$ cat config.mk
export PLATFORM = sky130hd
export DESIGN_NAME = url_path_decode_and_check_unit
export DESIGN_NICKNAME = d
export VERILOG_FILES = /design/src/udc_pkg.sv /design/src/url_path_decode_and_check_unit.sv /design/src/udc_step.sv
export VERILOG_INCLUDE_DIRS = /design/src /design/src/src
export SDC_FILE = /design/constraint.sdc
export NUM_CORES = 1
export LEC_CHECK = 0
export BUFFER_PORTS_ARGS = -buffer_cell sky130_fd_sc_hd__buf_2
export CAP_MARGIN = 25
export CORE_ASPECT_RATIO = 1.5
export CORE_MARGIN = 4
export CORE_UTILIZATION = 51
export CTS_CLUSTER_DIAMETER = 200
export DETAILED_ROUTE_END_ITERATION = 16
export MAX_ROUTING_LAYER = met4
export PLACE_DENSITY = 0.72
export SLEW_MARGIN = 20
export SYNTH_ARGS = -nofsm -noshare
export SYNTH_HDL_FRONTEND = slang
export SYNTH_SLANG_ARGS = --single-unit
export TNS_END_PERCENT = 20
$ cat constraint.sdc
create_clock -name i_clk -period 3.5 [get_ports i_clk]
set_input_delay 0.175 -clock i_clk [delete_from_list [all_inputs] [get_ports i_clk]]
set_output_delay 0.175 -clock i_clk [all_outputs]
set_load 0.05 [all_outputs]
$ cat src/url_path_decode_and_check_unit_assert.svh
// assertion macros for the decoder top module
// each takes a label, an antecedent and a consequent, sampled on i_clk
// and disabled while i_rst_n is low
`ifndef URL_PATH_DECODE_AND_CHECK_UNIT_ASSERT_SVH
`define URL_PATH_DECODE_AND_CHECK_UNIT_ASSERT_SVH

`ifndef SYNTHESIS

// consequent holds in the same cycle as the antecedent
`define UDC_ASSERT_IMP(label, ante, cons) \
    label: assert property (@(posedge i_clk) disable iff (!i_rst_n) \
        (ante) |-> (cons)) else $error("udc assertion failed");

// consequent holds in the cycle after the antecedent
`define UDC_ASSERT_NXT(label, ante, cons) \
    label: assert property (@(posedge i_clk) disable iff (!i_rst_n) \
        (ante) |=> (cons)) else $error("udc assertion failed");

`else

`define UDC_ASSERT_IMP(label, ante, cons)
`define UDC_ASSERT_NXT(label, ante, cons)

`endif

`endif

$ cat src/udc_pkg.sv
package udc_pkg;

    // field widths
    localparam int unsigned BYTE_W  = 8;
    localparam int unsigned LEN_W   = 11;
    localparam int unsigned NIB_W   = 4;

    // characters of interest
    localparam logic [BYTE_W-1:0] CH_PERCENT   = 8'h25;
    localparam logic [BYTE_W-1:0] CH_PLUS      = 8'h2B;
    localparam logic [BYTE_W-1:0] CH_SPACE     = 8'h20;
    localparam logic [BYTE_W-1:0] CH_BACKSLASH = 8'h5C;
    localparam logic [BYTE_W-1:0] CH_COLON     = 8'h3A;
    localparam logic [BYTE_W-1:0] CH_DOT       = 8'h2E;
    localparam logic [BYTE_W-1:0] CH_SLASH     = 8'h2F;
    localparam logic [BYTE_W-1:0] CH_NUL       = 8'h00;

    // reset value of the buffer size register
    localparam logic [LEN_W-1:0] MAX_LENGTH_RST = 11'd512;

    // escape decoding phase
    typedef enum logic [1:0] {
        PH_OUT  = 2'd0,
        PH_HIGH = 2'd1,
        PH_LOW  = 2'd2
    } t_phase;

    // kind of the current path segment
    typedef enum logic [1:0] {
        SEG_EMPTY  = 2'd0,
        SEG_DOT    = 2'd1,
        SEG_DOTDOT = 2'd2,
        SEG_OTHER  = 2'd3
    } t_seg;

    // status codes
    typedef enum logic [1:0] {
        ERR_NONE   = 2'd0,
        ERR_ESCAPE = 2'd1,
        ERR_SIZE   = 2'd2,
        ERR_UNSAFE = 2'd3
    } t_err;

    // decoder state carried from item to item
    typedef struct packed {
        t_phase            phase;
        logic [NIB_W-1:0]  high;
        logic [LEN_W-1:0]  count;
        logic              seen;
        t_seg              seg;
        t_err              err;
    } t_state;

    // one result item
    typedef struct packed {
        logic              out_valid;
        logic [BYTE_W-1:0] out_byte;
        logic              done_res;
        t_err              status;
    } t_res;

    // hex digit decode: valid flag and value
    typedef struct packed {
        logic             ok;
        logic [NIB_W-1:0] val;
    } t_hex;

    function automatic t_hex hex_digit(input logic [BYTE_W-1:0] c);
        t_hex h;
        h.ok  = 1'b0;
        h.val = '0;
        if (c >= 8'h30 && c <= 8'h39) begin
            h.ok  = 1'b1;
            h.val = NIB_W'(c - 8'h30);
        end else if (c >= 8'h61 && c <= 8'h66) begin
            h.ok  = 1'b1;
            h.val = NIB_W'(c - 8'h57);
        end else if (c >= 8'h41 && c <= 8'h46) begin
            h.ok  = 1'b1;
            h.val = NIB_W'(c - 8'h37);
        end
        return h;
    endfunction

endpackage

$ cat src/url_path_decode_and_check_unit.sv
// URL path decoder and checker. Takes one encoded path byte per item and
// returns exactly one result item per input item: the decoded byte when one
// completes, and on the final byte the status (0 ok, 1 bad or unfinished
// escape, 2 too long or decoded NUL, 3 unsafe path). Throughput is one item
// per clock while the result output is not stalled. The rate is set by the
// per-byte state update (escape phase, count, segment kind, latched error),
// which is combinational between the input register and the result register
// that offers the result. A result waiting on a stalled output blocks
// acceptance of the next item only while the input register is full. The
// buffer size register should only be written between strings or while no
// item is in flight; writes are always taken (ready is held high).
`include "url_path_decode_and_check_unit_assert.svh"

module url_path_decode_and_check_unit #(
    parameter int unsigned BUFFER_LIMIT = 1024
) (
    input  logic                               i_clk,
    input  logic                               i_rst_n,
    // input channel
    input  logic                               i_in_valid,
    output logic                               o_in_stall,
    input  logic [udc_pkg::BYTE_W-1:0]         i_in_byte,
    input  logic                               i_in_last,
    // result channel
    output logic                               o_res_valid,
    input  logic                               i_res_stall,
    output logic                               o_out_valid,
    output logic [udc_pkg::BYTE_W-1:0]         o_out_byte,
    output logic                               o_done_res,
    output logic [1:0]                         o_status,
    // configuration write channel
    input  logic                               i_cfg_valid,
    output logic                               o_cfg_ready,
    input  logic [udc_pkg::LEN_W-1:0]          i_cfg_data
);

    // largest limit the 11-bit register can express under the parameter
    localparam int unsigned LEN_MAX = (1 << udc_pkg::LEN_W) - 1;
    localparam logic [udc_pkg::LEN_W-1:0] LIMIT_CAP =
        udc_pkg::LEN_W'((BUFFER_LIMIT > LEN_MAX) ? LEN_MAX : BUFFER_LIMIT);
    localparam logic [udc_pkg::LEN_W-1:0] LIMIT_RST =
        (udc_pkg::MAX_LENGTH_RST > LIMIT_CAP) ? LIMIT_CAP : udc_pkg::MAX_LENGTH_RST;

    logic                          r_in_valid;
    logic [udc_pkg::BYTE_W-1:0]    r_in_byte;
    logic                          r_in_last;
    logic                          r_res_valid;
    udc_pkg::t_res                 r_res;
    udc_pkg::t_state               r_state;
    logic [udc_pkg::LEN_W-1:0]     r_limit;

    udc_pkg::t_state               n_state;
    udc_pkg::t_res                 n_res;
    logic                          out_load;
    logic                          advance;
    logic                          in_accept;

    // handshake control
    assign out_load   = !r_res_valid || !i_res_stall;
    assign advance    = r_in_valid && out_load;
    assign o_in_stall = r_in_valid && !out_load;
    assign in_accept  = i_in_valid && !o_in_stall;
    assign o_cfg_ready = 1'b1;

    // effective buffer limit, clamped at write time
    always_ff @(posedge i_clk) begin
        if (!i_rst_n) begin
            r_limit <= LIMIT_RST;
        end else if (i_cfg_valid) begin
            r_limit <= (i_cfg_data > LIMIT_CAP) ? LIMIT_CAP : i_cfg_data;
        end
    end

    // input register
    always_ff @(posedge i_clk) begin
        if (!i_rst_n) begin
            r_in_valid <= 1'b0;
        end else if (in_accept) begin
            r_in_valid <= 1'b1;
        end else if (advance) begin
            r_in_valid <= 1'b0;
        end
    end

    always_ff @(posedge i_clk) begin
        if (in_accept) begin
            r_in_byte <= i_in_byte;
            r_in_last <= i_in_last;
        end
    end

    // per-byte decode and check
    udc_step u_step (
        .i_state (r_state),
        .i_byte  (r_in_byte),
        .i_last  (r_in_last),
        .i_limit (r_limit),
        .o_state (n_state),
        .o_res   (n_res)
    );

    // decoder state
    always_ff @(posedge i_clk) begin
        if (!i_rst_n) begin
            r_state <= '0;
        end else if (advance) begin
            r_state <= n_state;
        end
    end

    // result register
    always_ff @(posedge i_clk) begin
        if (!i_rst_n) begin
            r_res_valid <= 1'b0;
        end else if (advance) begin
            r_res_valid <= 1'b1;
        end else if (!i_res_stall) begin
            r_res_valid <= 1'b0;
        end
    end

    always_ff @(posedge i_clk) begin
        if (advance) begin
            r_res <= n_res;
        end
    end

    assign o_res_valid = r_res_valid;
    assign o_out_valid = r_res.out_valid;
    assign o_out_byte  = r_res.out_byte;
    assign o_done_res  = r_res.done_res;
    assign o_status    = r_res.status;

    // the final byte returns the decoder to its start state
    `UDC_ASSERT_NXT(a_clear_after_last, advance && r_in_last, r_state == '0)

    // no decoded byte while a decoding error is latched
    `UDC_ASSERT_NXT(a_quiet_after_error,
        advance && !r_in_last && (r_state.err == udc_pkg::ERR_ESCAPE ||
        r_state.err == udc_pkg::ERR_SIZE), !o_out_valid)

    // a decoded byte is never a NUL
    `UDC_ASSERT_IMP(a_no_nul_out, r_res_valid && o_out_valid,
        o_out_byte != udc_pkg::CH_NUL)

    // an empty input register is never stalled
    `UDC_ASSERT_IMP(a_stall_only_full, o_in_stall, r_in_valid && r_res_valid)

endmodule

$ cat src/udc_step.sv
module udc_step (
    input  udc_pkg::t_state                    i_state,
    input  logic [udc_pkg::BYTE_W-1:0]         i_byte,
    input  logic                               i_last,
    input  logic [udc_pkg::LEN_W-1:0]          i_limit,
    output udc_pkg::t_state                    o_state,
    output udc_pkg::t_res                      o_res
);

    logic                          blocked;
    logic                          take;
    logic [udc_pkg::BYTE_W-1:0]    dec;
    udc_pkg::t_hex                 hex;
    logic [udc_pkg::LEN_W:0]       count_inc;
    logic                          accepted;
    udc_pkg::t_state               s;

    assign hex       = udc_pkg::hex_digit(i_byte);
    assign count_inc = {1'b0, i_state.count} + {{udc_pkg::LEN_W{1'b0}}, 1'b1};
    assign blocked   = (i_state.err == udc_pkg::ERR_ESCAPE) ||
                       (i_state.err == udc_pkg::ERR_SIZE);

    always_comb begin
        s        = i_state;
        take     = 1'b0;
        accepted = 1'b0;
        dec      = i_byte;

        // escape decoding
        if (!blocked) begin
            if (i_state.phase == udc_pkg::PH_OUT) begin
                if (i_byte == udc_pkg::CH_PERCENT) begin
                    s.phase = udc_pkg::PH_HIGH;
                end else begin
                    dec  = (i_byte == udc_pkg::CH_PLUS) ? udc_pkg::CH_SPACE : i_byte;
                    take = 1'b1;
                end
            end else if (!hex.ok) begin
                s.err   = udc_pkg::ERR_ESCAPE;
                s.phase = udc_pkg::PH_OUT;
            end else if (i_state.phase == udc_pkg::PH_HIGH) begin
                s.high  = hex.val;
                s.phase = udc_pkg::PH_LOW;
            end else begin
                dec     = {i_state.high, hex.val};
                s.phase = udc_pkg::PH_OUT;
                take    = 1'b1;
            end
        end

        // length, nul and path safety checks on a decoded byte
        if (take) begin
            if (dec == udc_pkg::CH_NUL || count_inc >= {1'b0, i_limit}) begin
                s.err = udc_pkg::ERR_SIZE;
            end else begin
                accepted = 1'b1;
                s.count  = count_inc[udc_pkg::LEN_W-1:0];
                if (!i_state.seen && dec != udc_pkg::CH_SLASH) begin
                    s.err = udc_pkg::ERR_UNSAFE;
                end
                s.seen = 1'b1;
                if (dec < udc_pkg::CH_SPACE || dec == udc_pkg::CH_BACKSLASH ||
                    dec == udc_pkg::CH_COLON) begin
                    s.err = udc_pkg::ERR_UNSAFE;
                end
                if (dec == udc_pkg::CH_SLASH) begin
                    if (i_state.seg == udc_pkg::SEG_DOTDOT) begin
                        s.err = udc_pkg::ERR_UNSAFE;
                    end
                    s.seg = udc_pkg::SEG_EMPTY;
                end else if (dec == udc_pkg::CH_DOT) begin
                    case (i_state.seg)
                        udc_pkg::SEG_EMPTY:  s.seg = udc_pkg::SEG_DOT;
                        udc_pkg::SEG_DOT:    s.seg = udc_pkg::SEG_DOTDOT;
                        default:             s.seg = udc_pkg::SEG_OTHER;
                    endcase
                end else begin
                    s.seg = udc_pkg::SEG_OTHER;
                end
            end
        end

        // end of string checks
        if (i_last) begin
            if (s.err != udc_pkg::ERR_ESCAPE && s.err != udc_pkg::ERR_SIZE) begin
                if (s.phase != udc_pkg::PH_OUT) begin
                    s.err = udc_pkg::ERR_ESCAPE;
                end else if (s.count == '0 || s.seg == udc_pkg::SEG_DOTDOT) begin
                    s.err = udc_pkg::ERR_UNSAFE;
                end
            end
        end

        // result item
        o_res.out_valid = accepted;
        o_res.out_byte  = accepted ? dec : '0;
        o_res.done_res  = i_last;
        o_res.status    = i_last ? s.err : udc_pkg::ERR_NONE;

        // back to the start state after the final byte
        o_state = i_last ? udc_pkg::t_state'('0) : s;
    end

endmodule
==> impl_metrics.yaml <==
power_and_ir_drop:
  cellLeakagePower_nw: 1.756
  vdd_drop_max_mv: 0.2818
  post_route_total_power_mw: 1.408
  power_density_nw_per_um2: 320.6
worst_setup_path:
  category_of_the_critical_setup_timing_path: "register to register"
  timing.critical_path.from_type: "register"
  critical_path_cell_count: 14
  ff2ff_path_depth: 14
  worstSetupEndpointType: "register"
  worst-path-max-fanout: 8
  worstPathCellList: "ha_4, and3_4, and3_4, nand3_4, xnor2_2, ha_1, a211oi_2, o21ai_1, a21o_1, a2111o_2, o21ai_1, o31ai_4, o21a_1, a311oi_1"
  worst_path_largest_cell_delay_ns: 0.59
  crit_required_ns: 3.64
  timing.critical_path.arrival_ns: 3.70
  crit_buf_inv: 0
  critPathTopFamily: "compound AO/OA/AOI/OAI gates"
  cpMaxStageDelayCell: "a2111o_2"
status:
  status: "finished with violations"
  violations: "setup timing"
sta:
  finalSetupViolCount: 1
  period_share_pct: 101.5
  fin_skew_ns: 0.01137
  grt_setup_unrepaired: "yes"
  worstMarginPinSlew_ns: 0.8331
  max-slew-margin-rel_pct: 44.34
  number_of_pins_with_negative_max_slew_slack_in_the_final_report: 0
  totalNegativeSetupSlack_ns: -0.05345
  max_clock_freq_mhz: 281.4
  post-route-min-period_ns: 3.553
  timing.final.ws_setup_ns: -0.05345
  hold_viol: 0
  whs_ns: 0.02354
cells_and_area:
  ff_latch_area_um2: 1336
  num_antenna_cells: 0
  final_cell_mix: "45 x buf_4, 38 x buf_2, 33 x dfxtp_1, 26 x nor2_1, 25 x nand2_1"
  final_common_cell: "buf_4"
  final_design_area_no_fill_um2: 4392
  multiInputGateArea_um2: 2248
  final_core_utilization_pct: 63.67
  area_growth_syn_to_layout_pct: 20.41
  fillerInstances: 620
  share_of_post_route_cells_with_drive_strength_above_1_pct: 25.41
  fin_nets: 528
place:
  port_buffers: 38
  gp_congestion: 0.9565
  placement.cell_area_um2: 4197
  dp_hpwl_mm: 7.875
route:
  detailedRoute.firstPassIterationCount: 4
  wire_per_inst_um: 17.96
  ant_nets: 0
  num_vias: 3487
  dr.first_iter.drc_count: 157
  avgViaCountPerCell: 6.161
  drc_errors: 0
  postRouteWirelength_mm: 10.16
die:
  fp.dieH_um: 111.6
  initial_utilization_pct: 52.88
  num_rows: 37
  core_box_area_um2: 6898
  die_width_um: 77.05
  design.die.area_um2: 8596
  ioPinCount: 40
cts:
  number_of_buffers_inserted_during_clock_tree_synthesis: 5
  worstSkewPairLatency_ns: 0.32
  clockBufferDepth: 2
  cts_tree: "done"
  root_buffer: "clkbuf_8"
  cts.hold.buffers_added: 0
  clock_sinks: 56
  clkTransAtPathRegs_ns: 0.10
  htreeDepth: 2
synthesis:
  ys_warn_count: 0
  synthArstFlopShare_pct: 0
  synthCells: 420
  avgSynthCellArea_um2: 8.684
  syn-cell-area_um2: 3647
  synth_seq_area_share_pct: 36.50
  synth_enable_flop_cells: 21
  synth_fp_nets: 461
  synth-main-ff-cell: "dfxtp_1"
  synth.distinct_cells: 67
  ys_seq_elements: 56
global_routing:
  wire_length_of_the_first_global_routing_pass_mm: 16.73
  grt_remaining_overflow: 0
  maximum_number_of_pins_on_one_net_before_global_route_repair: 36
  grt_antenna_before_repair: 0
  first_global_vias: 3476
  track_usage_pct: 25.14
worst_hold_path:
  worst_hold_path.num_cells: 1
  worst_hold_path_type: "primary input to register"
run:
  maxCapViolCount: 0
[state kept, by name (all words and copies together), names as in the netlist]
| name | flops |
|---|---|
| o_out_byte | 8 |
| o_done_res | 1 |
| r_limit | 11 |
| o_out_valid | 1 |
| r_in_valid | 1 |
| r_state | 22 |
| o_status | 2 |
| r_in_last | 1 |
| o_res_valid | 1 |
| r_in_byte | 8 |
[power breakdown]
part | internal, mW | switching, mW | leakage (nW) | total (mW)
Clock | 0.139 | 0.215 | 0.0378 | 0.353
Sequential | 0.707 | 0.0216 | 0.487 | 0.729
Combinational | 0.127 | 0.199 | 1.23 | 0.326
[repair_timing]
item,CTS,global route
setup buffers,1,1
cloned,0,0
endpoints found under the setup margin,5,12
hold endpoints to repair,0,0
pin swaps,3,7
resized for setup,4,15
[worst reg2reg max path, cell delays in order (launching register included)]
cell	delay (ns)
dfxtp_2	0.38
ha_4	0.14
and3_4	0.19
and3_4	0.22
nand3_4	0.09
xnor2_2	0.16
ha_1	0.31
a211oi_2	0.20
o21ai_1	0.10
a21o_1	0.20
a2111o_2	0.59
o21ai_1	0.26
o31ai_4	0.14
o21a_1	0.14
a311oi_1	0.26
[worst paths after layout]
check	slack, ns	to	start
min	0.02	r_in_byte[5]$_DFFE_PP_	i_in_byte[5]
max reg2reg	-0.05	o_status[0]$_SDFFCE_PN0P_	r_state[6]$_SDFFE_PN0P_
min reg2reg	0.51	r_state[2]$_SDFFE_PN0P_	r_state[2]$_SDFFE_PN0P_
max	-0.05	o_status[0]$_SDFFCE_PN0P_	r_state[6]$_SDFFE_PN0P_
[logic make-up after synthesis]
kind of cell	count (synthesis)	share of synthesized area (%)
flip-flops	56	36.50
other	1	0.1028
AND/OR/NAND/NOR	155	23.88
AO/OA/AOI/OAI	123	23.36
multiplexers	9	2.573
adder cells (fa/ha/maj)	16	5.489
XOR/XNOR	12	2.882
buffers and inverters	48	5.214
[layer usage]
metal / vias up / global-route usage, % / share of wire, %
met5: - / - / 0
met4: 0 / 17.70 / 7.1
met3: 43 / 3.317 / 3.6
met2: 118 / 45.75 / 54
met1: 1632 / 24.05 / 36
li1: 1694 / - / -
[cell type report]
class / count / share of cell area (%)
Inverter: 25 / 2.137
Sequential cell: 56 / 30.43
Clock buffer: 5 / 1.567
Timing Repair Buffer: 83 / 12.02
Multi-Input combinational cell: 316 / 51.20
Tap cell: 78 / 2.222
Clock inverter: 3 / 0.4274
[through the flow]
step,instances,setup slack [ns]
after detailed placement,556,-0.1419
after global routing,566,-0.1755
after CTS,565,-0.009727
after global placement,556,0.06722
after floorplan,420,-0.01773
final,566,-0.05345
[cells in the mapped netlist (all sizes together), types with 2 or more instances]
master | instances | share of area, %
a211o | 2 | 0.48
a211oi | 5 | 1.0
a21boi | 12 | 2.5
a21o | 5 | 1.0
a21oi | 21 | 3.0
a22oi | 6 | 1.2
a311oi | 2 | 0.48
a31oi | 3 | 0.51
a32oi | 2 | 0.48
a41oi | 2 | 0.48
and2 | 12 | 2.1
and3 | 12 | 2.1
and3b | 2 | 0.48
buf | 6 | 0.89
clkbuf | 17 | 1.7
dfxtp | 35 | 19
edfxtp | 21 | 17
ha | 16 | 5.5
inv | 25 | 2.6
mux2 | 3 | 0.93
mux2i | 6 | 1.6
nand2 | 26 | 2.7
nand3 | 13 | 1.8
nand4 | 5 | 0.86
nand4b | 3 | 0.72
nor2 | 26 | 2.7
nor2b | 15 | 2.6
nor3 | 13 | 1.8
nor3b | 3 | 0.62
nor4 | 8 | 1.5
nor4b | 3 | 1.1
o211ai | 3 | 0.62
o21a | 5 | 1.0
o21ai | 28 | 3.8
o221a | 2 | 0.62
o221ai | 2 | 0.48
o22ai | 8 | 1.4
o31a | 2 | 0.48
o31ai | 4 | 0.96
or3 | 5 | 0.86
or4 | 4 | 0.82
xnor2 | 8 | 1.9
xor2 | 4 | 0.96
(Power assumes the default switching activity.)
